File: src/design/pngu_pkg.sv
// Shared types and constants for the PNG scanline unfilter.
// Used by every module of the block; depends on nothing.
`default_nettype none
package pngu_pkg;

	localparam int MAX_ROW_PIXELS  = 16384;
	localparam int MAX_PIXEL_BYTES = 4;
	localparam int STORE_DEPTH     = MAX_ROW_PIXELS * MAX_PIXEL_BYTES;
	localparam int POS_W           = $clog2(STORE_DEPTH);
	localparam int LEN_W           = POS_W + 1;
	localparam int SEL_W           = (MAX_PIXEL_BYTES > 1) ? $clog2(MAX_PIXEL_BYTES) : 1;
	localparam int BPP_W           = 3;
	localparam int ROW_W           = 15;
	localparam int CFG_IDX_W       = 2;
	localparam int CFG_DATA_W      = 15;
	localparam int Q_DEPTH         = 4;
	localparam int Q_AW            = $clog2(Q_DEPTH);

	localparam logic [CFG_IDX_W-1:0] REG_BPP       = CFG_IDX_W'(0);
	localparam logic [CFG_IDX_W-1:0] REG_ROW_WIDTH = CFG_IDX_W'(1);

	typedef enum logic [2:0] {
		FILT_NONE  = 3'd0,
		FILT_SUB   = 3'd1,
		FILT_UP    = 3'd2,
		FILT_AVG   = 3'd3,
		FILT_PAETH = 3'd4
	} filter_t;

	typedef struct packed {
		logic [7:0] data_byte;
		logic       image_start;
	} in_item_t;

	typedef struct packed {
		logic [7:0] pixel_byte;
		logic       end_of_row;
		logic       status;
	} out_item_t;

	// one classified item handed from front to back
	typedef struct packed {
		logic             is_err;
		logic [7:0]       data;
		filter_t          filter;
		logic [POS_W-1:0] pos;
		logic [SEL_W-1:0] sel;
		logic             a_ok;
		logic             c_ok;
		logic             first_row;
		logic             last;
	} work_t;

	typedef struct packed {
		logic  valid;
		work_t work;
	} push_t;

	typedef struct packed {
		logic  valid;
		work_t work;
	} head_t;

endpackage
`default_nettype wire

File: src/design/pngu_queue.sv
// Short work queue between front and back of the unfilter.
// Register-based ring buffer; uses pngu_pkg.
`default_nettype none
module pngu_queue (
	input  wire             clk,
	input  wire             arst_n,
	input  pngu_pkg::push_t push,
	output logic            full,
	output pngu_pkg::head_t head,
	input  wire             pop
);
	import pngu_pkg::*;

	work_t          buf_q [Q_DEPTH];
	logic [Q_AW-1:0] wr_q, rd_q;
	logic [Q_AW:0]   cnt_q;
	logic            do_push, do_pop;

	assign full       = cnt_q == (Q_AW+1)'(Q_DEPTH);
	assign head.valid = cnt_q != '0;
	assign head.work  = buf_q[rd_q];
	assign do_push    = push.valid && !full;
	assign do_pop     = pop && head.valid;

	always_ff @(posedge clk) begin
		if (do_push)
			buf_q[wr_q] <= push.work;
	end

	always_ff @(posedge clk or negedge arst_n) begin
		if (!arst_n) begin
			wr_q  <= '0;
			rd_q  <= '0;
			cnt_q <= '0;
		end else begin
			if (do_push)
				wr_q <= (wr_q == Q_AW'(Q_DEPTH-1)) ? '0 : wr_q + Q_AW'(1);
			if (do_pop)
				rd_q <= (rd_q == Q_AW'(Q_DEPTH-1)) ? '0 : rd_q + Q_AW'(1);
			cnt_q <= cnt_q + (Q_AW+1)'(do_push) - (Q_AW+1)'(do_pop);
		end
	end

endmodule
`default_nettype wire

File: config.mk
export PLATFORM = sky130hd
export DESIGN_NAME = pngu_queue
export DESIGN_NICKNAME = d
export VERILOG_FILES = /design/src/design/pngu_pkg.sv /design/src/design/pngu_queue.sv
export SDC_FILE = /design/constraint.sdc
export NUM_CORES = 1
export LEC_CHECK = 0
export BUFFER_PORTS_ARGS = -buffer_cell sky130_fd_sc_hd__buf_2
export CORE_MARGIN = 3
export CORE_UTILIZATION = 57
export CTS_BUF_LIST = sky130_fd_sc_hd__clkbuf_16
export DETAILED_ROUTE_END_ITERATION = 10
export PLACE_DENSITY = 0.86
export REMOVE_ABC_BUFFERS = 1
export SLEW_MARGIN = 0
export SYNTH_ARGS = -nofsm -noshare
export SYNTH_HDL_FRONTEND = slang
export SYNTH_SLANG_ARGS = --single-unit
File: constraint.sdc
create_clock -name clk -period 3 [get_ports clk]
set_clock_uncertainty 0.15 [all_clocks]
set_input_delay 0.15 -clock clk [delete_from_list [all_inputs] [get_ports clk]]
set_output_delay 0.15 -clock clk [all_outputs]
set_load 0.02 [all_outputs]
Word level (Yosys, flattened, before mapping)
Memories as Yosys holds them, arrays and structs flattened.
Cells that the tools add are included.
- bits in latches: 0
- memory bits (read-only): 0
- bits in writable memories: 136
- register bits after elaboration: 7
- memories kept: 1
- input bits: 38
- memories (memory ; words ; width ; read ports ; clocked after memory_dff ; wr ports ; RTL line ; text):
    buf_q ; 4 ; 34 ; 1 ; 0 ; 1 ; pngu_queue.sv:14 ; work_t buf_q [Q_DEPTH];
- div/mod/pow operators: 0
- add/subtract/negate cells: 4
- shifts and indexed selects: 0
- magnitude comparators: 0
- reductions and logical operators: 4
- multiplexer cells: 4
- bitwise operators: 0
- multiply operators: 0
- eq/ne operators: 3
- operator list (kind ; number):
    $add 2x1->2 const B ; 2
    $eq 2x2->1 const B ; 2
    $mux 2 ; 2
    $add 3x1->3 ; 1
    $eq 3x3->1 const B ; 1
    $reduce_bool 3->1 ; 1
    $sub 3x1->3 ; 1
    $logic_and 1x1->1 ; 2
    $mux 1 ; 2
    $logic_not 1->1 ; 1

Logic depth before layout (Yosys ltp)
- depth after elaboration: 5
- gate-level depth with buffers: 10
- depth with buffers taken out: 9

Least setup slack after synthesis
OpenSTA, ideal clock, no wires.
- path kind: reg2reg
- from: reg cnt_q[1]
- to: reg cnt_q[2]
- arrival time: 2.049 ns
- period minus slack after synthesis: 2.326 ns
- cell stages (with the launch flop): 11
- setup slack: 0.674 ns
- path through: dfrtp_1 > or3b_1 > buf_2 > nand2_1 > ha_1 > inv_1 > ha_1 > inv_1 > fa_1 > xnor2_1 > xnor2_1
- longest elaborated chain between the ends: 5
- ends and longest elaborated chain (item ; RTL line ; text):
    from (decl) ; pngu_queue.sv:16 ; logic [Q_AW:0] cnt_q;
    from (signal assigned) ; pngu_queue.sv:40 ; cnt_q <= cnt_q + (Q_AW+1)'(do_push) - (Q_AW+1)'(do_pop);
    $eq 3x3->1 ; pngu_queue.sv:19 ; assign full = cnt_q == (Q_AW+1)'(Q_DEPTH);
    $logic_not 1->1 ; pngu_queue.sv:22 ; assign do_push = push.valid && !full;
    $logic_and 1x1->1 ; pngu_queue.sv:22 ;
    $add 3x1->3 ; pngu_queue.sv:40 ;
    $sub 3x1->3 (*) ; pngu_queue.sv:40 ;
Every way passes the cells marked *; elsewhere a longest branch is shown, timed or not.
A chain may end at the register's enable or synchronous reset.

==> metrics.md <==
| Metric | Value |
|---|---|
| Status | `finished, final reports clean` |
| H-tree depth | `4` |
| Syn avg cell area | `roughly 24 um2` |
| Post-route antenna net violation count | `0` |
| Worst-path clk slew | `~0.060 ns` |
| Multi-input gate area | `approximately 1000 um2` |
| Share of layout cells above drive strength 1 | `just over 40%` |
| GRT Total Usage | `approximately a fifth` |
| Worst slew pin tran | `approximately 0.92 ns` |
| Initial Utilization | `60.4%` |
| Final min period | `roughly 2.5 ns` |
| Max stage delay on crit path | `approximately 0.82 ns` |
| Clock net sink count | `between 100 and 150` |
| Slowest cell on the critical path | `dfrtp_2` |
| Leak Pwr | `approximately 2.5 nW` |
| Vias in the first global route | `2,906` |
| Yosys top cell by area | `edfxtp_1` |
| Number of port buffers | `73` |
| Critical path fanouts, max | `21` |
| CP bufs+invs | `2` |
| Pwr/cell area | `about 1000 nW/um2` |
| Max-slew violation count | `0` |
| Pre-Repair DR Iteration Count | `4` |
| CTS tree | `built` |
| Pre-CTS WS | `about 0.54 ns` |
| Initial antenna violation count | `0` |
| Most frequent cell after synthesis | `edfxtp_1` |
| Yosys reg bits | `around 140` |
| Post-CTS Resized | `0` |
| Register area share after synthesis | `between 70% and 80%` |
| Fin crit share | `a little over four fifths` |
| # nets final | `390` |
| Final core utilization | `roughly 77%` |
| Crit path cell chain | `buf_12, mux4_2, buf_2` |
| Max clock buf depth | `2` |
| Cell Count, Final, Fillers Out | `~470` |
| WP data required | `between 2 and 3 ns` |
| DRT Wirelength | `about 10,000 um` |
| Final setup TNS | `0 ns` |
| Placer Congestion | `0.788` |
| ANT cells | `0` |
| Most frequent cells after synthesis | `136 x edfxtp_1, 34 x mux4_2, 7 x dfrtp_1, 7 x ha_1, 7 x inv_1` |
| 1st-iter DRT viols | `95` |
| Drt via density | `between 5 and 6` |
| Top FF cell, synth | `edfxtp_1` |
| Total grt overflow | `0` |
| Die Span X | `~100 um` |
| Mapped cell area | `5390 um2` |
| Yosys top cell area share | `between 70 and 80%` |
| Cells after DPL | `395` |
| FILL cells | `roughly 470` |
| Row count | `34` |
| Yosys cell types | `24` |
| Hold Violations, Final | `0` |
| Hold crit path type | `in2reg` |
| First-pass GRT wire length | `between 15,000 and 20,000 um` |
| Max Freq | `approximately 0.39 GHz` |
| Die Area | `10,700 um2` |
| Crit start category | `register` |
| Crit end category | `primary output` |
| IO Pins | `74` |
| RSZ-0062 raised after global routing | `false` |
| Post-synth EDFFs | `136` |
| Largest net degree at the start of global routing | `37` |
| Largest cells by area after synthesis | `edfxtp_1 76%, mux4_2 14%, dfrtp_1 3.2%` |
| Clk Latency, worst-skew pair | `0.41 ns` |
| Worst vdd ir | `0.640 mV` |
| Max cap viols | `0` |
| Slew headroom | `roughly two fifths` |
| Core Box Area | `8930 um2` |
| Flip-flop and latch area | `roughly 4300 um2` |
| HPWL Detailed | `5360 um` |
| CP top delay family | `flip-flops` |
| Area grow syn2layout | `27.1%` |
| Via count | `2,644` |
| Final setup viols | `0` |
| Final worst setup slack | `0.462 ns` |
| CP arrival | `around 2.2 ns` |
| Residual DRC count | `0` |
| WL per Instance | `22.1 um` |
| Die Y | `between 100 and 150 um` |
| Asr flop ratio synth | `4.90%` |
| Mapped Cells | `222` |
| Synth warnings | `0` |
| Clk root buf | `clkbuf_16` |
| TritonCTS buffer count | `17` |
| Register-to-register setup slack | `0.54 ns` |
| Crit Path Category | `reg2out` |
==> layout by cell type (no fill, tap or decap), types with 2 or more instances in the layout <==
cell type      count
clkbuf_16         17
mux4_2            34
bufinv_16          4
edfxtp_1         136
and3_2             4
clkinv_4           4
ha_1               7
dfrtp_1            5
dfrtp_2            2
clkinvlp_4         4
mux2_2             2
buf_2             73
inv_1              8
xnor2_1            2
dlygate4sd3_1     38
nand2_1            2
clkinv_1           2
==> path summary, 6_finish.rpt <==
path                                     startpoint                endpoint  depth (start not counted)
worst max-delay path            rd_q[0]$_DFFE_PN0P_                head[31]                          3
worst min-delay path                       push[18]  buf_q[2][18]$_DFFE_PP_                          2
worst max register to register   cnt_q[1]$_DFF_PN0_      cnt_q[2]$_DFF_PN0_                          9
worst min register to register  wr_q[1]$_DFFE_PN0P_     wr_q[1]$_DFFE_PN0P_                          2
max in group asynchronous                    arst_n     rd_q[1]$_DFFE_PN0P_                          3
min in group asynchronous                    arst_n     wr_q[1]$_DFFE_PN0P_                          3
==> kinds of logic after synthesis <==
family          after synthesis  share of synthesized area (%)
compound gates                3                          0.441
xor+xnor                      2                          0.325
fa+ha+maj                     8                           2.00
buf+inv                      16                           1.72
flops                       143                           79.0
mux                          36                           14.6
simple gates                 14                           1.90
==> per-layer routing <==
layer  share of wire (%)  routed length (um)  global-route usage [%]
met2                  54                5500                    36.5
met5                   0                   0                       0
met4                 1.8                 187                    8.47
met3                 5.5                 568                    6.64
met1                  39                4010                    25.6
==> cell type report <==
type | instances | area share, %
flip-flops and latches | 143 | 62.2
multi-input cells | 63 | 15.2
repair buffers | 112 | 11.2
clock buffers | 17 | 6.21
clock inverters | 15 | 2.87
well taps | 108 | 1.97
inverters | 7 | 0.384
==> sequential cells by signal, summed over array words and instances, names as in the netlist <==
signal,cells
buf_q,136
cnt_q,3
rd_q,2
wr_q,2
==> timing repair <==
| action | in CTS | in global routing |
|---|---|---|
| hold buffers | 38 | 0 |
| setup buffers | 0 | 0 |
| hold endpoints to repair | 147 | 0 |
==> report_power, final <==
part	switching (mW)	total [mW]	internal (mW)
clock network	0.789	2.17	1.39
logic	1.06	1.95	0.892
registers	0.318	2.97	2.65
total	2.17	7.09	4.93
==> through the flow <==
| step | cell area (um2) | hold slack (ns) | power, mW |
|---|---|---|---|
| global route | 6850 | 0.343 | 7.43 |
| detailed placement | 5850 | -0.152 | 4.92 |
| floorplan | 5330 | -0.296 | 4.24 |
| finish | 6850 | 0.340 | 7.09 |
| CTS | 6850 | 0.321 | 7.14 |
| global placement | 5850 | -0.158 | 4.86 |
==> worst register-to-register path: stages (launching register included) <==
cell and delay, ns:
dfrtp_1 0.45, or3b_1 0.50, nand2_1 0.12, ha_1 0.24
inv_1 0.06, ha_1 0.13, inv_1 0.05, fa_1 0.37
xnor2_1 0.14, xnor2_1 0.12
No activity file was read; power rests on OpenSTA's default activity.
