[src/design/pngu_pkg.sv]
// Shared types and constants for the PNG scanline unfilter.
// Used by every module of the block; depends on nothing.
`default_nettype none
package pngu_pkg;

	localparam int MAX_ROW_PIXELS  = 16384;
	localparam int MAX_PIXEL_BYTES = 4;
	localparam int STORE_DEPTH     = MAX_ROW_PIXELS * MAX_PIXEL_BYTES;
	localparam int POS_W           = $clog2(STORE_DEPTH);
	localparam int LEN_W           = POS_W + 1;
	localparam int SEL_W           = (MAX_PIXEL_BYTES > 1) ? $clog2(MAX_PIXEL_BYTES) : 1;
	localparam int BPP_W           = 3;
	localparam int ROW_W           = 15;
	localparam int CFG_IDX_W       = 2;
	localparam int CFG_DATA_W      = 15;
	localparam int Q_DEPTH         = 4;
	localparam int Q_AW            = $clog2(Q_DEPTH);

	localparam logic [CFG_IDX_W-1:0] REG_BPP       = CFG_IDX_W'(0);
	localparam logic [CFG_IDX_W-1:0] REG_ROW_WIDTH = CFG_IDX_W'(1);

	typedef enum logic [2:0] {
		FILT_NONE  = 3'd0,
		FILT_SUB   = 3'd1,
		FILT_UP    = 3'd2,
		FILT_AVG   = 3'd3,
		FILT_PAETH = 3'd4
	} filter_t;

	typedef struct packed {
		logic [7:0] data_byte;
		logic       image_start;
	} in_item_t;

	typedef struct packed {
		logic [7:0] pixel_byte;
		logic       end_of_row;
		logic       status;
	} out_item_t;

	// one classified item handed from front to back
	typedef struct packed {
		logic             is_err;
		logic [7:0]       data;
		filter_t          filter;
		logic [POS_W-1:0] pos;
		logic [SEL_W-1:0] sel;
		logic             a_ok;
		logic             c_ok;
		logic             first_row;
		logic             last;
	} work_t;

	typedef struct packed {
		logic  valid;
		work_t work;
	} push_t;

	typedef struct packed {
		logic  valid;
		work_t work;
	} head_t;

endpackage
`default_nettype wire

[src/design/pngu_front.sv]
// Front end: config registers, item acceptance, row/position tracking.
// Classifies each byte and pushes pixel and error work to the queue. Uses pngu_pkg.
`default_nettype none
module pngu_front (
	input  wire                              clk,
	input  wire                              arst_n,
	input  wire                              item_valid,
	output logic                             item_ready,
	input  pngu_pkg::in_item_t               item,
	input  wire                              cfg_valid,
	output logic                             cfg_ready,
	input  wire [pngu_pkg::CFG_IDX_W-1:0]    cfg_index,
	input  wire [pngu_pkg::CFG_DATA_W-1:0]   cfg_data,
	input  wire                              q_full,
	output pngu_pkg::push_t                  push
);
	import pngu_pkg::*;

	logic [BPP_W-1:0] bpp_q;
	logic [ROW_W-1:0] width_q;
	logic [POS_W-1:0] pos_q;
	filter_t          filter_q;
	logic             expect_q;
	logic             first_q;
	logic             err_q;

	logic [BPP_W-1:0] bpp_sat;
	logic [ROW_W-1:0] w_sat;
	logic [LEN_W-1:0] row_len;
	logic [LEN_W-1:0] pos_inc;
	logic             last;
	logic             take;
	logic             expect_e, first_e, err_e;

	assign cfg_ready  = 1'b1;
	assign item_ready = !q_full;
	assign take       = item_valid && item_ready;

	always_ff @(posedge clk or negedge arst_n) begin
		if (!arst_n) begin
			bpp_q   <= BPP_W'(1);
			width_q <= ROW_W'(1);
		end else if (cfg_valid && cfg_ready) begin
			case (cfg_index)
				REG_BPP:       bpp_q   <= cfg_data[BPP_W-1:0];
				REG_ROW_WIDTH: width_q <= cfg_data[ROW_W-1:0];
				default: ;
			endcase
		end
	end

	always_comb begin
		if (bpp_q == '0)
			bpp_sat = BPP_W'(1);
		else if (bpp_q > BPP_W'(MAX_PIXEL_BYTES))
			bpp_sat = BPP_W'(MAX_PIXEL_BYTES);
		else
			bpp_sat = bpp_q;
		if (width_q == '0)
			w_sat = ROW_W'(1);
		else if (width_q > ROW_W'(MAX_ROW_PIXELS))
			w_sat = ROW_W'(MAX_ROW_PIXELS);
		else
			w_sat = width_q;
		row_len  = LEN_W'(w_sat) * LEN_W'(bpp_sat);
		pos_inc  = LEN_W'(pos_q) + LEN_W'(1);
		last     = pos_inc >= row_len;
		expect_e = item.image_start ? 1'b1 : expect_q;
		first_e  = item.image_start ? 1'b1 : first_q;
		err_e    = item.image_start ? 1'b0 : err_q;
	end

	always_comb begin
		push.valid          = 1'b0;
		push.work.is_err    = 1'b0;
		push.work.data      = item.data_byte;
		push.work.filter    = filter_q;
		push.work.pos       = pos_q;
		push.work.sel       = SEL_W'(bpp_sat - BPP_W'(1));
		push.work.a_ok      = pos_q >= POS_W'(bpp_sat);
		push.work.c_ok      = !first_e && (pos_q >= POS_W'(bpp_sat));
		push.work.first_row = first_e;
		push.work.last      = last;
		if (take && !err_e) begin
			if (expect_e) begin
				push.valid       = item.data_byte > 8'(FILT_PAETH);
				push.work.is_err = 1'b1;
			end else begin
				push.valid = 1'b1;
			end
		end
	end

	always_ff @(posedge clk or negedge arst_n) begin
		if (!arst_n) begin
			pos_q    <= '0;
			filter_q <= FILT_NONE;
			expect_q <= 1'b1;
			first_q  <= 1'b1;
			err_q    <= 1'b0;
		end else if (take) begin
			expect_q <= expect_e;
			first_q  <= first_e;
			err_q    <= err_e;
			if (!err_e) begin
				if (expect_e) begin
					pos_q <= '0;
					if (item.data_byte > 8'(FILT_PAETH)) begin
						err_q <= 1'b1;
					end else begin
						filter_q <= filter_t'(item.data_byte[2:0]);
						expect_q <= 1'b0;
					end
				end else if (last) begin
					pos_q    <= '0;
					expect_q <= 1'b1;
					first_q  <= 1'b0;
				end else begin
					pos_q <= pos_inc[POS_W-1:0];
				end
			end
		end
	end

endmodule
`default_nettype wire

[config.mk]
export PLATFORM = sky130hd
export DESIGN_NAME = pngu_front
export DESIGN_NICKNAME = d
export VERILOG_FILES = /design/src/design/pngu_pkg.sv /design/src/design/pngu_front.sv
export SDC_FILE = /design/constraint.sdc
export NUM_CORES = 1
export LEC_CHECK = 0
export BUFFER_PORTS_ARGS = -buffer_cell sky130_fd_sc_hd__buf_2
export CORE_MARGIN = 10
export CORE_UTILIZATION = 35
export CTS_BUF_LIST = sky130_fd_sc_hd__clkbuf_16
export DETAILED_ROUTE_END_ITERATION = 16
export SETUP_SLACK_MARGIN = 0.15
export SLEW_MARGIN = 20
export SYNTH_ARGS = -nofsm -noshare
export SYNTH_HDL_FRONTEND = slang
export SYNTH_SLANG_ARGS = --single-unit
[constraint.sdc]
create_clock -name clk -period 6.3 [get_ports clk]
set_input_delay 0.315 -clock clk [delete_from_list [all_inputs] [get_ports clk]]
set_output_delay 0.315 -clock clk [all_outputs]
set_load 0.1 [all_outputs]
# Word-level counts from Yosys, hierarchy flattened
# Index checks and enable logic that the tools add are counted.
# op_classes
addsub,2
mul,1
order_cmp,5
eq_ne,1
muxes,21
bitwise,2
reduce_logical,13
# op_table
operator,n
16-bit 2-to-1 mux,2
15-bit 2-to-1 mux,2
"16-bit by 1-bit adder with 17-bit output, second input constant",1
17-bit greater-or-equal comparator,1
15-bit by 3-bit multiplier with 17-bit output,1
16-bit by 3-bit greater-or-equal comparator with 1-bit output,1
"15-bit greater-than comparator, second input constant",1
15-bit zero test,1
1-bit 2-to-1 mux,14
"8-bit by 3-bit greater-than comparator with 1-bit output, second input constant",1
3-bit 2-to-1 mux,2
2-bit AND reduction,3
4-bit AND reduction,1
"3-bit greater-than comparator, second input constant",1
1-bit logical AND,3
1-bit zero test,3
3-bit zero test,1
"2-bit by 1-bit == test with 1-bit output, second input constant",1
2-bit zero test,1
2-bit 2-to-1 mux,1
1-bit NOT,2
"2-bit by 1-bit subtractor with 2-bit output, second input constant",1
# word_totals
ff_bits,40
input_bits,31

# Logic depth before layout (Yosys ltp)
# logic_depth
ltp_word,8
depth_mapped,23
mapped_depth_nobuf,21

# Worst setup path before layout
# No wires, ideal clock.
# synth_timing
kind,register to output
from,register bpp_q[0]
to,output push[0] (netlist bit)
t_arrival_ns,5.046
path_slack_ns,0.939
path_stages_with_launch,22
n_path_buf,2
path_cell_list,dfstp_2 inv_1 a21oi_1 inv_1 nor2_1 buf_2 nand2_1 fa_1 inv_1 fa_1 a211oi_1 o21ai_1 a41oi_2 o21ai_0 a21oi_1 xnor2_1 ha_1 nand4_1 a211oi_1 nand2_1 o21ai_0 buf_4
# synth_via
elab_chain_cells,5
word_cells_on_any_way,6
cone_classes,mul: 1; order compare: 2; mux: 2; reduce/logical: 1
# synth_lines
item,line_no,text
"start, declared",pngu_front.sv:19,logic [BPP_W-1:0] bpp_q;
"start signal, assigned",pngu_front.sv:45,REG_BPP: bpp_q <= cfg_data[BPP_W-1:0];
3-bit greater-than comparator,pngu_front.sv:55,else if (bpp_q > BPP_W'(MAX_PIXEL_BYTES))
3-bit 2-to-1 mux,pngu_front.sv:55,
3-bit 2-to-1 mux *,pngu_front.sv:53,if (bpp_q == '0)
15-bit by 3-bit multiplier with 17-bit output *,pngu_front.sv:65,row_len = LEN_W'(w_sat) * LEN_W'(bpp_sat);
17-bit greater-or-equal comparator *,pngu_front.sv:67,last = pos_inc >= row_len;
"end, declared",pngu_front.sv:15,output pngu_pkg::push_t push
# Every way passes the cells marked *; elsewhere a longest branch is shown, timed or not.

==> metrics.yaml <==
die_x_um: 125
placement.io_buffers: 66
grt_pass1_wl_um: 15700
worst_slew_pin_slew_ns: 0.903
critPathArrivalTime_ns: 5.47
cpPeakStageDelay_ns: 0.48
seqPwrFrac_pct: 28.5
power_leakage_uw: 0.00225
cpMaxStageDelayCell: "fa_1"
ios: 68
grt_pass1_vias: 3305
cts.clk_slew.worst_paths_ns: 0.07
track_usage_pct: 11.6
ctsLongestPathBuffers: 2
rsz0062_at_grt: "no"
vias: 3221
async_reset_ff_share_pct: 100
syn_to_final_growth_pct: 15.2
yosys_warnings: 0
clock_power_share_pct: 21.9
startpoint_type: "register"
avgSynthCellArea_um2: 8.77
critical-path-top-delay-family: "simple AND/OR/NAND/NOR gates"
drt_wl_total_um: 9310
comb_power_share_pct: 49.7
synth_top_family_by_area: "simple AND/OR/NAND/NOR gates"
holdBufCountCts: 0
drtAntennaViolNets: 0
ys_types: 58
synth_top_area_cell: "dfrtp_1"
start_util_pct: 35.7
drc: 0
rows: 38
power.internal_uw: 628
worstReg2RegEnd: "pos_q[2]$_DFFE_PN0P_"
critical_path_buf_inv_count: 3
synth_top_area_share_pct: 23.4
tns_ns: 0
drive_above_1_share_pct: 24.7
path_class: "reg -> out"
worstPathMaxFanout: 9
startpoint: "width_q[9]$_DFFE_PN0P_"
vias_per_cell: 5.06
gp_congestion: 0.835
drv_cap: 0
crit_required_ns: 5.98
power_uw: 1160
coreArea_um2: 10800
synthMuxAreaShare_pct: 6.10
synth.yosys.seq_area_share_pct: 26.1
netlist_area_um2: 3860
antenna_found_initial: 0
cts_buffers: 5
drt-initial-drc-count: 122
swShare_pct: 45.9
synth_compound_area_share_pct: 13.7
htree_levels: 2
clock_latency_ns: 0.29
holdWs_ns: 0.153
timing.final.crit_period_ns: 5.78
synthSimpleGateAreaFrac_pct: 20.4
dieHeight_um: 125
finalNetCount: 578
p_per_area_nw_per_um2: 261
grt_overflow: 0
first_pass_iters: 4
layout_setup_ws_ns: 0.518
cp-end-kind: "output port"
cp.depth: 21
cts.sinks: 40
n_antenna_cell: 0
synthAdderAreaFrac_pct: 19.3
dp_hpwl_um: 7600
max-slew-margin-rel_pct: 39.8
syn-instance-count: 440
clock.fmax_ghz: 0.173
place_ws_ns: 0.384
synthXorXnorAreaFrac_pct: 6.13
fin_skew_ns: 0.00961
wire_per_inst_um: 14.6
net-switching-power_uw: 534
timing.final.crit_share_pct: 91.8
setup_viol: 0
r2r_setup_slack_ns: 0.63
status: "finished clean"
synth_fp_nets: 522
cts_tree: "built"
cts-root-buf: "clkbuf_16"
die_area_um2: 15600
synth-seq-cells: 40
synth_area_leaders: "dfrtp_1 (23%), ha_1 (12%), fa_1 (7.3%), nand2_1 (6.8%), mux2_2 (5.8%)"
synth-edff-count: 0
r2r_cells: 23
hp-class: "in -> async"
crit_end: "push[0]"
ys.flop_type: "dfrtp_1"
crit_path_cell_trace: "nor4_4, nand4_1, and2_1, nor2_2, buf_4, nand2_1, fa_1, inv_1, ha_1, a21o_1, a21oi_1, a21oi_1, o41ai_2, nor4b_2, nor3_1, ha_1, nand4_1, a211oi_1, nand2_1, o21ai_2, buf_8"
ir_worst_vdd_mv: 0.161
grt_max_degree: 41
hold_viol_final: 0
maxSlewViolCount: 0
r2r_start: "width_q[9]$_DFFE_PN0P_"
==> how the worst min path moves through the flow <==
stage                                 start                 endpoint  slack [ns]
detailed placement  filter_q[2]$_DFFE_PN0P_  filter_q[2]$_DFFE_PN0P_        0.49
floorplan                            arst_n     bpp_q[1]$_DFFE_PN0P_        0.02
finish                               arst_n     pos_q[7]$_DFFE_PN0P_        0.15
global placement                     arst_n     pos_q[4]$_DFFE_PN0P_        0.49
global route                         arst_n     pos_q[7]$_DFFE_PN0P_        0.24
CTS                                  arst_n     pos_q[7]$_DFFE_PN0P_        0.20
==> worst reg2reg max path: stages (launching register included) <==
cell      delay [ns]
dfrtp_1         0.45
nor4_4          0.33
nand4_1         0.15
and2_1          0.23
nor2_2          0.18
buf_4           0.18
nand2_1         0.08
fa_1            0.48
inv_1           0.04
ha_1            0.35
a21o_1          0.20
a21oi_1         0.22
a21oi_1         0.15
o41ai_2         0.47
nor4b_2         0.27
nor3_1          0.09
ha_1            0.30
nand4_1         0.13
a211oi_1        0.24
nand2_1         0.15
o211ai_4        0.34
buf_4           0.23
o21ai_0         0.08
a22o_1          0.21
==> cells in the final DEF, fill, tap and decap left out, types with 3 or more instances in the layout <==
master     count
nand2_1       70
buf_2         65
inv_1         38
ha_1          37
dfrtp_1       36
a21oi_1       22
o21ai_0       21
mux2_2        20
nor2_1        17
xor2_1        16
fa_1          14
and2_1        13
xnor2_1       11
nand3_1       10
nor2b_1        7
nor4_1         6
nand4_1        6
a22o_1         6
buf_4          6
nor3_1         5
a21o_1         5
clkbuf_16      5
nor2_2         4
nand2b_1       4
dfstp_2        4
o21ai_2        3
a211oi_1       3
o211ai_1       3
o21bai_1       3
==> cell families (layout without fill, tap and decap cells) <==
group                      Yosys count  in the layout
and+or+nand+nor                    160            160
AOI/OAI and AO/OA                   80             80
buffers and inverters               60            117
adders and majority gates           51             51
DFF                                 40             40
xor gates and xnor gates            27             27
muxes                               21             21
other                                1              1
==> cells in the mapped netlist, types with 4 or more instances <==
library cell,count
nor2_1,21
xnor2_1,11
xor2_1,16
nor3_1,5
fa_1,14
mux2_2,20
dfstp_2,4
buf_6,4
buf_4,13
ha_1,37
nand2_1,70
nand3_1,10
a22o_1,6
nor2b_1,7
a21o_1,5
inv_1,37
a21oi_1,22
nand4_1,6
nor4_1,7
clkbuf_1,4
nand2b_1,4
dfrtp_1,36
o21ai_0,22
and2_1,13
==> timing repair <==
item,in CTS,in global routing
resized for setup,1,15
endpoints found under the setup margin,1,14
pin swaps,0,1
setup buffers,0,1
==> area by class of cell <==
cell class | instances | area, um^2
Fill cell | 1072 | 6350
Multi-Input combinational cell | 340 | 2600
Sequential cell | 40 | 1010
Timing Repair Buffer | 72 | 385
Tap cell | 140 | 175
Inverter | 37 | 139
Clock buffer | 5 | 125
Clock inverter | 3 | 16.3
==> state kept, by name, indices dropped and copies added, names as in the netlist <==
name,cells
first_q,1
bpp_q,3
filter_q,3
pos_q,16
err_q,1
width_q,15
expect_q,1
==> layer usage <==
layer	up-vias	global-route usage, %	part of all wire [%]
met4	0	3.86	1.5
li1	1615	-	-
met5	-	0	0
met1	1542	14.2	45
met2	56	20.2	50
met3	8	2.11	3.2
==> power by group through the flow <==
stage	registers (uW)	clock network [uW]	logic, uW
2_1_floorplan	358	0	415
3_3_place_gp	331	0	556
3_5_place_dp	332	0	567
4_1_cts	327	258	570
5_1_grt	336	266	641
6_report	331	254	577
==> stage by stage <==
stage / utilization, % / cells / instance area, um^2
detailed placement: 39.1 / 628 / 4220
global placement: 39.1 / 628 / 4220
CTS: 40.5 / 636 / 4370
global route: 41.2 / 637 / 4450
floorplan: - / 440 / 3860
finish: 41.2 / 637 / 4450
Note: power is estimated with default switching activity, not from simulation.
